$ cat config.mk
export PLATFORM = sky130hd
export DESIGN_NAME = tvfp_front
export DESIGN_NICKNAME = d
export VERILOG_FILES = /design/src/hdl/tvfp_pkg.sv /design/src/hdl/tvfp_front.sv
export SDC_FILE = /design/constraint.sdc
export NUM_CORES = 1
export LEC_CHECK = 0
export BUFFER_PORTS_ARGS = -buffer_cell sky130_fd_sc_hd__buf_2
export CELL_PAD_IN_SITES_DETAIL_PLACEMENT = 1
export CELL_PAD_IN_SITES_GLOBAL_PLACEMENT = 1
export CORE_UTILIZATION = 45
export CTS_CLUSTER_SIZE = 25
export DETAILED_ROUTE_END_ITERATION = 10
export GPL_ROUTABILITY_DRIVEN = 0
export HOLD_SLACK_MARGIN = 0.12
export MAX_ROUTING_LAYER = met4
export PLACE_DENSITY = 0.87
export SLEW_MARGIN = 5
export SYNTH_ARGS = -nofsm -noshare
export SYNTH_HDL_FRONTEND = slang
export SYNTH_SLANG_ARGS = --single-unit
$ cat constraint.sdc
create_clock -name clk -period 13.9 [get_ports clk]
set_input_delay 2.085 -clock clk [delete_from_list [all_inputs] [get_ports clk]]
set_output_delay 2.085 -clock clk [all_outputs]
set_load 0.02 [all_outputs]
$ cat src/hdl/tvfp_pkg.sv
// shared types, codes and the solver micro-program for the two-view focal pair block
// no dependencies; imported by every module of the block
`default_nettype none

package tvfp_pkg;

    localparam int PC_W    = 7;
    localparam int NUM_SRC = 37;

    // operand and destination selects of the back-end register set
    typedef enum logic [5:0] {
        SRC_ZERO, SRC_E00, SRC_E01, SRC_E02, SRC_E10, SRC_E11, SRC_E12, SRC_E20, SRC_E21,
        SRC_E22, SRC_U0, SRC_V0, SRC_U1, SRC_V1, SRC_P0, SRC_Q0, SRC_P1, SRC_Q1,
        SRC_T0, SRC_T1, SRC_H0, SRC_H1, SRC_K0, SRC_K1, SRC_S0, SRC_S1, SRC_G, SRC_D,
        SRC_DS, SRC_A, SRC_B, SRC_C, SRC_R, SRC_X1, SRC_X2, SRC_Y, SRC_F1
    } src_t;

    typedef enum logic [3:0] {
        OP_MUL, OP_DIV, OP_SQRT, OP_ADD, OP_SUB, OP_NEGD,
        OP_BRZ, OP_BRN, OP_BRLE, OP_JMP, OP_EMIT, OP_END
    } op_t;

    typedef enum logic [1:0] {
        ALU_MUL, ALU_DIV, ALU_SQRT
    } alu_op_t;

    typedef struct packed {
        logic    start;
        alu_op_t op;
    } alu_cmd_t;

    typedef struct packed {
        op_t             op;
        src_t            dst;
        src_t            sa;
        src_t            sb;
        logic [PC_W-1:0] tgt;
    } instr_t;

    typedef struct packed {
        logic [31:0] e00;
        logic [31:0] e01;
        logic [31:0] e02;
        logic [31:0] e10;
        logic [31:0] e11;
        logic [31:0] e12;
        logic [31:0] e20;
        logic [31:0] e21;
        logic [31:0] e22;
    } ess_t;

    // configuration register indexes
    localparam logic [2:0] CFG_E00_E01 = 3'd0;
    localparam logic [2:0] CFG_E02_E10 = 3'd1;
    localparam logic [2:0] CFG_E11_E12 = 3'd2;
    localparam logic [2:0] CFG_E20_E21 = 3'd3;
    localparam logic [2:0] CFG_E22     = 3'd4;

    localparam logic [PC_W-1:0] PC_NONE = 7'd0;
    localparam logic [PC_W-1:0] PC_SKIP1 = 7'd72;
    localparam logic [PC_W-1:0] PC_CAND2 = 7'd73;
    localparam logic [PC_W-1:0] PC_FIN  = 7'd79;
    localparam logic [PC_W-1:0] PC_LIN  = 7'd80;
    localparam logic [PC_W-1:0] PC_ORD  = 7'd65;

    function automatic instr_t mk(op_t op, src_t dst, src_t sa, src_t sb,
                                  logic [PC_W-1:0] tgt);
        instr_t i;
        i.op  = op;
        i.dst = dst;
        i.sa  = sa;
        i.sb  = sb;
        i.tgt = tgt;
        return i;
    endfunction

    // solver program: h, k, s terms, quadratic coefficients, roots, first focal
    function automatic instr_t prog(logic [PC_W-1:0] pc);
        instr_t i;
        case (pc)
            7'd0:  i = mk(OP_MUL, SRC_T0, SRC_E20, SRC_U0, PC_NONE);
            7'd1:  i = mk(OP_MUL, SRC_T1, SRC_E21, SRC_V0, PC_NONE);
            7'd2:  i = mk(OP_ADD, SRC_H0, SRC_T0, SRC_T1, PC_NONE);
            7'd3:  i = mk(OP_MUL, SRC_T0, SRC_E20, SRC_U1, PC_NONE);
            7'd4:  i = mk(OP_MUL, SRC_T1, SRC_E21, SRC_V1, PC_NONE);
            7'd5:  i = mk(OP_ADD, SRC_H1, SRC_T0, SRC_T1, PC_NONE);
            7'd6:  i = mk(OP_MUL, SRC_T0, SRC_E02, SRC_P0, PC_NONE);
            7'd7:  i = mk(OP_MUL, SRC_T1, SRC_E12, SRC_Q0, PC_NONE);
            7'd8:  i = mk(OP_ADD, SRC_K0, SRC_T0, SRC_T1, PC_NONE);
            7'd9:  i = mk(OP_MUL, SRC_T0, SRC_E02, SRC_P1, PC_NONE);
            7'd10: i = mk(OP_MUL, SRC_T1, SRC_E12, SRC_Q1, PC_NONE);
            7'd11: i = mk(OP_ADD, SRC_K1, SRC_T0, SRC_T1, PC_NONE);
            7'd12: i = mk(OP_SUB, SRC_D, SRC_K0, SRC_K1, PC_NONE);
            7'd13: i = mk(OP_BRZ, SRC_ZERO, SRC_D, SRC_ZERO, PC_FIN);
            7'd14: i = mk(OP_MUL, SRC_T0, SRC_E00, SRC_U0, PC_NONE);
            7'd15: i = mk(OP_MUL, SRC_T0, SRC_T0, SRC_P0, PC_NONE);
            7'd16: i = mk(OP_MUL, SRC_T1, SRC_E01, SRC_V0, PC_NONE);
            7'd17: i = mk(OP_MUL, SRC_T1, SRC_T1, SRC_P0, PC_NONE);
            7'd18: i = mk(OP_ADD, SRC_T0, SRC_T0, SRC_T1, PC_NONE);
            7'd19: i = mk(OP_MUL, SRC_T1, SRC_E10, SRC_U0, PC_NONE);
            7'd20: i = mk(OP_MUL, SRC_T1, SRC_T1, SRC_Q0, PC_NONE);
            7'd21: i = mk(OP_ADD, SRC_T0, SRC_T0, SRC_T1, PC_NONE);
            7'd22: i = mk(OP_MUL, SRC_T1, SRC_E11, SRC_V0, PC_NONE);
            7'd23: i = mk(OP_MUL, SRC_T1, SRC_T1, SRC_Q0, PC_NONE);
            7'd24: i = mk(OP_ADD, SRC_S0, SRC_T0, SRC_T1, PC_NONE);
            7'd25: i = mk(OP_MUL, SRC_T0, SRC_E00, SRC_U1, PC_NONE);
            7'd26: i = mk(OP_MUL, SRC_T0, SRC_T0, SRC_P1, PC_NONE);
            7'd27: i = mk(OP_MUL, SRC_T1, SRC_E01, SRC_V1, PC_NONE);
            7'd28: i = mk(OP_MUL, SRC_T1, SRC_T1, SRC_P1, PC_NONE);
            7'd29: i = mk(OP_ADD, SRC_T0, SRC_T0, SRC_T1, PC_NONE);
            7'd30: i = mk(OP_MUL, SRC_T1, SRC_E10, SRC_U1, PC_NONE);
            7'd31: i = mk(OP_MUL, SRC_T1, SRC_T1, SRC_Q1, PC_NONE);
            7'd32: i = mk(OP_ADD, SRC_T0, SRC_T0, SRC_T1, PC_NONE);
            7'd33: i = mk(OP_MUL, SRC_T1, SRC_E11, SRC_V1, PC_NONE);
            7'd34: i = mk(OP_MUL, SRC_T1, SRC_T1, SRC_Q1, PC_NONE);
            7'd35: i = mk(OP_ADD, SRC_S1, SRC_T0, SRC_T1, PC_NONE);
            7'd36: i = mk(OP_SUB, SRC_G, SRC_H1, SRC_H0, PC_NONE);
            7'd37: i = mk(OP_SUB, SRC_DS, SRC_S1, SRC_S0, PC_NONE);
            7'd38: i = mk(OP_MUL, SRC_A, SRC_G, SRC_E22, PC_NONE);
            7'd39: i = mk(OP_MUL, SRC_T0, SRC_DS, SRC_E22, PC_NONE);
            7'd40: i = mk(OP_MUL, SRC_T1, SRC_H1, SRC_K0, PC_NONE);
            7'd41: i = mk(OP_ADD, SRC_T0, SRC_T0, SRC_T1, PC_NONE);
            7'd42: i = mk(OP_MUL, SRC_T1, SRC_H0, SRC_K1, PC_NONE);
            7'd43: i = mk(OP_SUB, SRC_B, SRC_T0, SRC_T1, PC_NONE);
            7'd44: i = mk(OP_MUL, SRC_T0, SRC_S1, SRC_K0, PC_NONE);
            7'd45: i = mk(OP_MUL, SRC_T1, SRC_S0, SRC_K1, PC_NONE);
            7'd46: i = mk(OP_SUB, SRC_C, SRC_T0, SRC_T1, PC_NONE);
            7'd47: i = mk(OP_NEGD, SRC_A, SRC_A, SRC_ZERO, PC_NONE);
            7'd48: i = mk(OP_NEGD, SRC_B, SRC_B, SRC_ZERO, PC_NONE);
            7'd49: i = mk(OP_NEGD, SRC_C, SRC_C, SRC_ZERO, PC_NONE);
            7'd50: i = mk(OP_MUL, SRC_T0, SRC_B, SRC_B, PC_NONE);
            7'd51: i = mk(OP_MUL, SRC_T1, SRC_C, SRC_A, PC_NONE);
            7'd52: i = mk(OP_ADD, SRC_T1, SRC_T1, SRC_T1, PC_NONE);
            7'd53: i = mk(OP_ADD, SRC_T1, SRC_T1, SRC_T1, PC_NONE);
            7'd54: i = mk(OP_SUB, SRC_T0, SRC_T0, SRC_T1, PC_NONE);
            7'd55: i = mk(OP_BRN, SRC_ZERO, SRC_T0, SRC_ZERO, PC_FIN);
            7'd56: i = mk(OP_BRZ, SRC_ZERO, SRC_A, SRC_ZERO, PC_LIN);
            7'd57: i = mk(OP_SQRT, SRC_R, SRC_T0, SRC_ZERO, PC_NONE);
            7'd58: i = mk(OP_SUB, SRC_T1, SRC_ZERO, SRC_B, PC_NONE);
            7'd59: i = mk(OP_ADD, SRC_A, SRC_A, SRC_A, PC_NONE);
            7'd60: i = mk(OP_SUB, SRC_X1, SRC_T1, SRC_R, PC_NONE);
            7'd61: i = mk(OP_ADD, SRC_X2, SRC_T1, SRC_R, PC_NONE);
            7'd62: i = mk(OP_BRLE, SRC_ZERO, SRC_B, SRC_ZERO, PC_ORD);
            7'd63: i = mk(OP_ADD, SRC_X1, SRC_T1, SRC_R, PC_NONE);
            7'd64: i = mk(OP_SUB, SRC_X2, SRC_T1, SRC_R, PC_NONE);
            7'd65: i = mk(OP_DIV, SRC_Y, SRC_X1, SRC_A, PC_NONE);
            7'd66: i = mk(OP_BRN, SRC_ZERO, SRC_Y, SRC_ZERO, PC_SKIP1);
            7'd67: i = mk(OP_MUL, SRC_T0, SRC_Y, SRC_G, PC_NONE);
            7'd68: i = mk(OP_ADD, SRC_T0, SRC_T0, SRC_DS, PC_NONE);
            7'd69: i = mk(OP_DIV, SRC_F1, SRC_T0, SRC_D, PC_NONE);
            7'd70: i = mk(OP_BRN, SRC_ZERO, SRC_F1, SRC_ZERO, PC_SKIP1);
            7'd71: i = mk(OP_EMIT, SRC_ZERO, SRC_ZERO, SRC_ZERO, PC_NONE);
            7'd72: i = mk(OP_DIV, SRC_Y, SRC_X2, SRC_A, PC_NONE);
            7'd73: i = mk(OP_BRN, SRC_ZERO, SRC_Y, SRC_ZERO, PC_FIN);
            7'd74: i = mk(OP_MUL, SRC_T0, SRC_Y, SRC_G, PC_NONE);
            7'd75: i = mk(OP_ADD, SRC_T0, SRC_T0, SRC_DS, PC_NONE);
            7'd76: i = mk(OP_DIV, SRC_F1, SRC_T0, SRC_D, PC_NONE);
            7'd77: i = mk(OP_BRN, SRC_ZERO, SRC_F1, SRC_ZERO, PC_FIN);
            7'd78: i = mk(OP_EMIT, SRC_ZERO, SRC_ZERO, SRC_ZERO, PC_NONE);
            7'd79: i = mk(OP_END, SRC_ZERO, SRC_ZERO, SRC_ZERO, PC_NONE);
            7'd80: i = mk(OP_BRZ, SRC_ZERO, SRC_B, SRC_ZERO, PC_FIN);
            7'd81: i = mk(OP_SUB, SRC_T0, SRC_ZERO, SRC_C, PC_NONE);
            7'd82: i = mk(OP_DIV, SRC_Y, SRC_T0, SRC_B, PC_NONE);
            7'd83: i = mk(OP_JMP, SRC_ZERO, SRC_ZERO, SRC_ZERO, PC_CAND2);
            default: i = mk(OP_END, SRC_ZERO, SRC_ZERO, SRC_ZERO, PC_NONE);
        endcase
        return i;
    endfunction

endpackage

`default_nettype wire

$ cat src/hdl/tvfp_front.sv
// front end: accepts correspondence transactions into a two-entry queue
// depends on tvfp_pkg
`default_nettype none

module tvfp_front #(
    parameter int COORD_WIDTH = 32
) (
    input  wire logic                     clk,
    input  wire logic                     rst_n,
    input  wire logic                     s_axis_tvalid,
    output logic                          s_axis_tready,
    input  wire logic [8*COORD_WIDTH-1:0] s_axis_tdata,
    output logic                          item_valid,
    input  wire logic                     item_ready,
    output logic [8*COORD_WIDTH-1:0]      item_data
);
    import tvfp_pkg::*;

    logic [8*COORD_WIDTH-1:0] slot_reg [2];
    logic       wr_ptr_reg, wr_ptr_next;
    logic       rd_ptr_reg, rd_ptr_next;
    logic [1:0] count_reg, count_next;
    logic       push, pop;

    assign s_axis_tready = (count_reg != 2'd2);
    assign item_valid    = (count_reg != 2'd0);
    assign item_data     = slot_reg[rd_ptr_reg];
    assign push          = s_axis_tvalid && s_axis_tready;
    assign pop           = item_valid && item_ready;

    always_comb
    begin
        wr_ptr_next = push ? ~wr_ptr_reg : wr_ptr_reg;
        rd_ptr_next = pop ? ~rd_ptr_reg : rd_ptr_reg;
        count_next  = count_reg + {1'b0, push} - {1'b0, pop};
    end

    always_ff @(posedge clk or negedge rst_n)
    begin
        if (!rst_n)
        begin
            wr_ptr_reg <= 1'b0;
            rd_ptr_reg <= 1'b0;
            count_reg  <= 2'd0;
        end
        else
        begin
            wr_ptr_reg <= wr_ptr_next;
            rd_ptr_reg <= rd_ptr_next;
            count_reg  <= count_next;
        end
    end

    always_ff @(posedge clk)
    begin
        if (push)
        begin
            slot_reg[wr_ptr_reg] <= s_axis_tdata;
        end
    end

endmodule

`default_nettype wire

# After elaboration in Yosys (flattened, before gate mapping)
# Memory sizes are Yosys's and may differ from the RTL's.
# Cells that the tools add are included.
dict set report classes {
  n_addsub 2
  n_mul 0
  div 0
  magnitude_cmp 0
  eq_ne 1
  shifts 0
  mux 2
  n_bitwise 2
  n_reduce_logical 3
}
# cell count
set op_table {}
lappend op_table {{adder 2 x 1 -> 2 bit} 1}
lappend op_table {{logical AND 1 bit} 2}
lappend op_table {{2-to-1 mux 1 bit} 2}
lappend op_table {{!= test 2 bit (second input constant)} 1}
lappend op_table {{NOT 1 bit} 2}
lappend op_table {{nonzero test 2 bit} 1}
lappend op_table {{subtractor 2 x 1 -> 2 bit} 1}
dict set report word_totals {
  ff_bits 4
  latch_bits 0
  ram_bits 512
  romBits 0
  inputBits 260
  out_inout_bits 258
  wordCells 14
  mem_count 1
}
# name words width rd rd_clocked_by_memory_dff write_ports line
set memory_table {}
lappend memory_table {slot_reg 2 256 1 0 1 tvfp_front.sv:19} ;# logic [8*COORD_WIDTH-1:0] slot_reg [2];

# Depth between registers and ports, before layout
dict set report depth {
  word_depth 4
  depth_mapped 7
  mapped_depth_nobuf 7
}

# Worst setup path after synthesis
# OpenSTA, ideal clock, no wires.
dict set report synth_timing {
  path_type {in2reg}
  startpoint {in s_axis_tvalid}
  endpoint {mem slot_reg[0][0] in the netlist's numbering (enable)}
  t_arrival_ns 12.788
  required_ns 13.022
  path_slack_ns 0.234
  path_stages 2
  n_path_buf 0
  path_cell_list {nand2_1 nor2_1}
}
dict set report synth_between {
  elab_chain_len 3
}
# element line
set synth_lines {}
lappend synth_lines {{start: declaration} tvfp_front.sv:10} ;# input wire logic s_axis_tvalid,
lappend synth_lines {{logical AND 1 bit} tvfp_front.sv:28} ;# assign push = s_axis_tvalid && s_axis_tready;
lappend synth_lines {{2-to-1 mux 1 bit} tvfp_front.sv:56} ;# if (push)
lappend synth_lines {{2-to-1 mux 1 bit (implied by the code)} tvfp_front.sv:58} ;# slot_reg[wr_ptr_reg] <= s_axis_tdata;
lappend synth_lines {{end: declaration} tvfp_front.sv:19}
# Every way passes these cells.

# Worst setup path in the final report
dict set report layout_timing {
  startpoint {reg rd_ptr_reg}
  endpoint {out item_data[17]}
}
dict set report layout_between {
  elab_chain_len 1
}
# element line
set layout_lines {}
lappend layout_lines {{start: declaration} tvfp_front.sv:21} ;# logic rd_ptr_reg, rd_ptr_next;
lappend layout_lines {{start signal: assignment} tvfp_front.sv:49} ;# rd_ptr_reg <= rd_ptr_next;
lappend layout_lines {{memory (2 x 256 bit)} n/a}
lappend layout_lines {{end: declaration} tvfp_front.sv:15} ;# output logic [8*COORD_WIDTH-1:0] item_data
# Every way passes these cells.

==> summary.md <==
| Metric | Value |
|---|---|
| Net Count, Synth | `1076` |
| Count of cell types in the netlist | `18` |
| Design Power | `5610 uW` |
| Maximum VDD drop | `0.000166 V` |
| Post-Synth XOR/XNOR Area | `0.178%` |
| Largest family of logic cells by synthesized area | `multiplexers` |
| Post-Syn Instances | `814` |
| Sink Count | `516` |
| Register Area | `0.0155 mm2` |
| Dpl ws | `8.36 ns` |
| Most common cell after layout, fill and taps aside | `buf_2` |
| Commonest cells after routing, fill and taps aside | `buf_2, edfxtp_1, mux2_4` |
| Crit end category | `output port` |
| FILL cells | `3951` |
| Min-Delay Path Class | `reg2reg` |
| Post-CTS repair timing setup buffer count | `0` |
| Multi-input logic area | `0.00385 mm2` |
| Synth Area in Compound Gates | `0%` |
| Max reg flops | `512` |
| Clock Tree Root | `clkbuf_16` |
| Num rows | `76` |
| Routed WL | `48500 um` |
| DP HPWL | `32800 um` |
| Crit share post-route | `42.4%` |
| Crit Path Class | `reg2out` |
| Startpoint types | `flop` |
| Pint | `3740 uW` |
| Synth area leader | `edfxtp_1` |
| Layout cells sized above 1 | `61.3%` |
| Comb power frac | `35.4%` |
| Setup violators final | `0` |
| Achievable clock frequency | `170 MHz` |
| P_leak | `0.00972 uW` |
| Tmin final | `5.89 ns` |
| DIE AREA | `0.0446 mm2` |
| Final setup TNS | `0 ns` |
| Crit path max fanout | `61` |
| Port-buffer cells | `517` |
| Slew HR | `22.8%` |
| Leading post-synthesis cells by cell area | `edfxtp_1, mux2_4, mux2_2, buf_6, buf_8` |
| Detailed Route Iter0 Violations | `515` |
| Syn. warnings | `0` |
| Drt pass-1 iters | `4` |
| Routed vias | `9838` |
| First-pass GRT wire length | `67800 um` |
| H-tree Lvls | `2` |
| Register area share after synthesis | `78.6%` |
| Total grt overflow | `0` |
| Number of global-route vias before repair | `10900` |
| Final Util | `56.7%` |
| Core area | `0.0431 mm2` |
| Share of synthesized cell area in full adder, half adder and majority cells | `0.127%` |
| Clk slew on worst S/H paths | `0.06 ns` |
| Least-Margin Pin Slew | `1.16 ns` |
| Share of total power in sequential cells | `40.2%` |
| Layout overhead on the synthesized area | `24.2%` |
| Max-Cap Viols | `0` |
| Largest net degree at the start of global routing | `79` |
| Mux contribution to synthesized area | `19.0%` |
| Synth Cell Area | `0.0197 mm2` |
| # IOs | `518` |
| Initial antenna violation count | `18` |
| Final Max Slew Viols | `0` |
| WP data required | `11.81 ns` |
| Status | `finished, final reports clean` |
| Dpl cells | `1897` |
| DRC Markers | `0` |
| Setup ws final | `8.01 ns` |
| Clock Path Buffers | `3` |
| CTS resizes | `0` |
| Final antenna-violating net count | `0` |
| WL per Instance | `24.1 um` |
| Power per cell area | `230 mW/mm2` |
| CTS tree | `yes` |
| DIE HEIGHT | `211 um` |
| FF+latch count, synth | `516` |
| Hold Buf Count CTS | `0` |
| Final Hold Violating Endpoints | `0` |
| Sw Pwr | `1870 uW` |
| Non-Filler Instances | `2016` |
| Initial core utilization | `45.7%` |
| Yosys top cell area share | `78.1%` |
| Synth Area in Simple Gates | `0.165%` |
| Syn Area/Cell | `24.2 um2` |
| CTS Buf Count | `52` |
| Clock network power share | `24.4%` |
| Worst Path Arrival | `3.80 ns` |
| DIE WIDTH | `211 um` |
| RSZ-0062 raised after global routing | `no` |
| Final Skew | `0.0178 ns` |
| Final net count | `1628` |
| Clock latency on the worst-skew pair | `0.58 ns` |
| Vias/cell | `4.88` |
| Sw frac | `33.3%` |
| Total GRT Usage | `21.6%` |
-- stage by stage --
step	hold slack [ns]	cell area, um2
after detailed placement	0.554	22700
after floorplan	0.461	19700
after CTS	0.571	24400
after global routing	0.605	24400
final	0.570	24400
after global placement	0.494	22700
-- worst paths after layout --
path / cells after the start / endpoint / from / slack [ns]
min in group asynchronous: 1 / count_reg[1] / rst_n / 1.31
worst min register to register: 1 / count_reg[0] / count_reg[0] / 0.57
worst max register to register: 5 / slot_reg[0][24] / count_reg[0] / 10.01
worst max-delay path: 4 / item_data[17] / rd_ptr_reg / 8.01
worst min-delay path: 1 / count_reg[0] / count_reg[0] / 0.57
max in group asynchronous: 1 / rd_ptr_reg / rst_n / 12.44
-- cell usage after synthesis --
cell type and count:
or2_2 1, mux2_4 230, buf_6 15, mux2_2 26
and3_1 1, buf_2 2, inv_1 1, edfxtp_1 512
xor2_1 1, dfrtp_1 4, buf_8 11, ha_1 2
nand2b_1 1, buf_12 1, nand2_1 1, nor2_1 1
and2_1 1, xnor2_1 3
-- worst max-delay path, cell delays in order (launching register included) --
cell     delay, ns
dfrtp_4       0.66
buf_4         0.90
buf_4         0.99
mux2_4        0.37
buf_2         0.16
-- cell families (layout without fill, tap and decap cells) --
kind of cell / count (synthesis) / in the layout
xor gates and xnor gates: 4 / 4
buffers and inverters: 30 / 626
other: 0 / 21
adders and majority gates: 2 / 2
DFF: 516 / 516
muxes: 256 / 256
and+or+nand+nor: 6 / 6
-- power by group through the flow --
stage               clock (uW)  sequential [uW]  combinational, uW
finish                    1370             2250               1990
global placement             0             2240               1950
detailed placement           0             2280               2000
floorplan                    0             2350               1490
CTS                       1400             2260               2020
global route              1440             2280               2090
-- layer usage --
layer | up-vias | GRT usage (%) | share of wire (%)
met5 | - | - | 0
met4 | 0 | 7.57 | 2.5
met3 | 89 | 7.64 | 8.3
met2 | 377 | 39.0 | 55
met1 | 4978 | 21.2 | 34
li1 | 4394 | - | -
-- layout make-up --
type / instances / share of cell area, %
Inverter: 1 / 0.0154
Multi-Input combinational cell: 268 / 15.8
Sequential cell: 516 / 63.3
Clock inverter: 33 / 1.16
Clock buffer: 65 / 5.61
Tap cell: 585 / 3.00
Timing Repair Buffer: 527 / 10.9
Antenna cell: 21 / 0.215
Note: power is estimated with default switching activity, not from simulation.
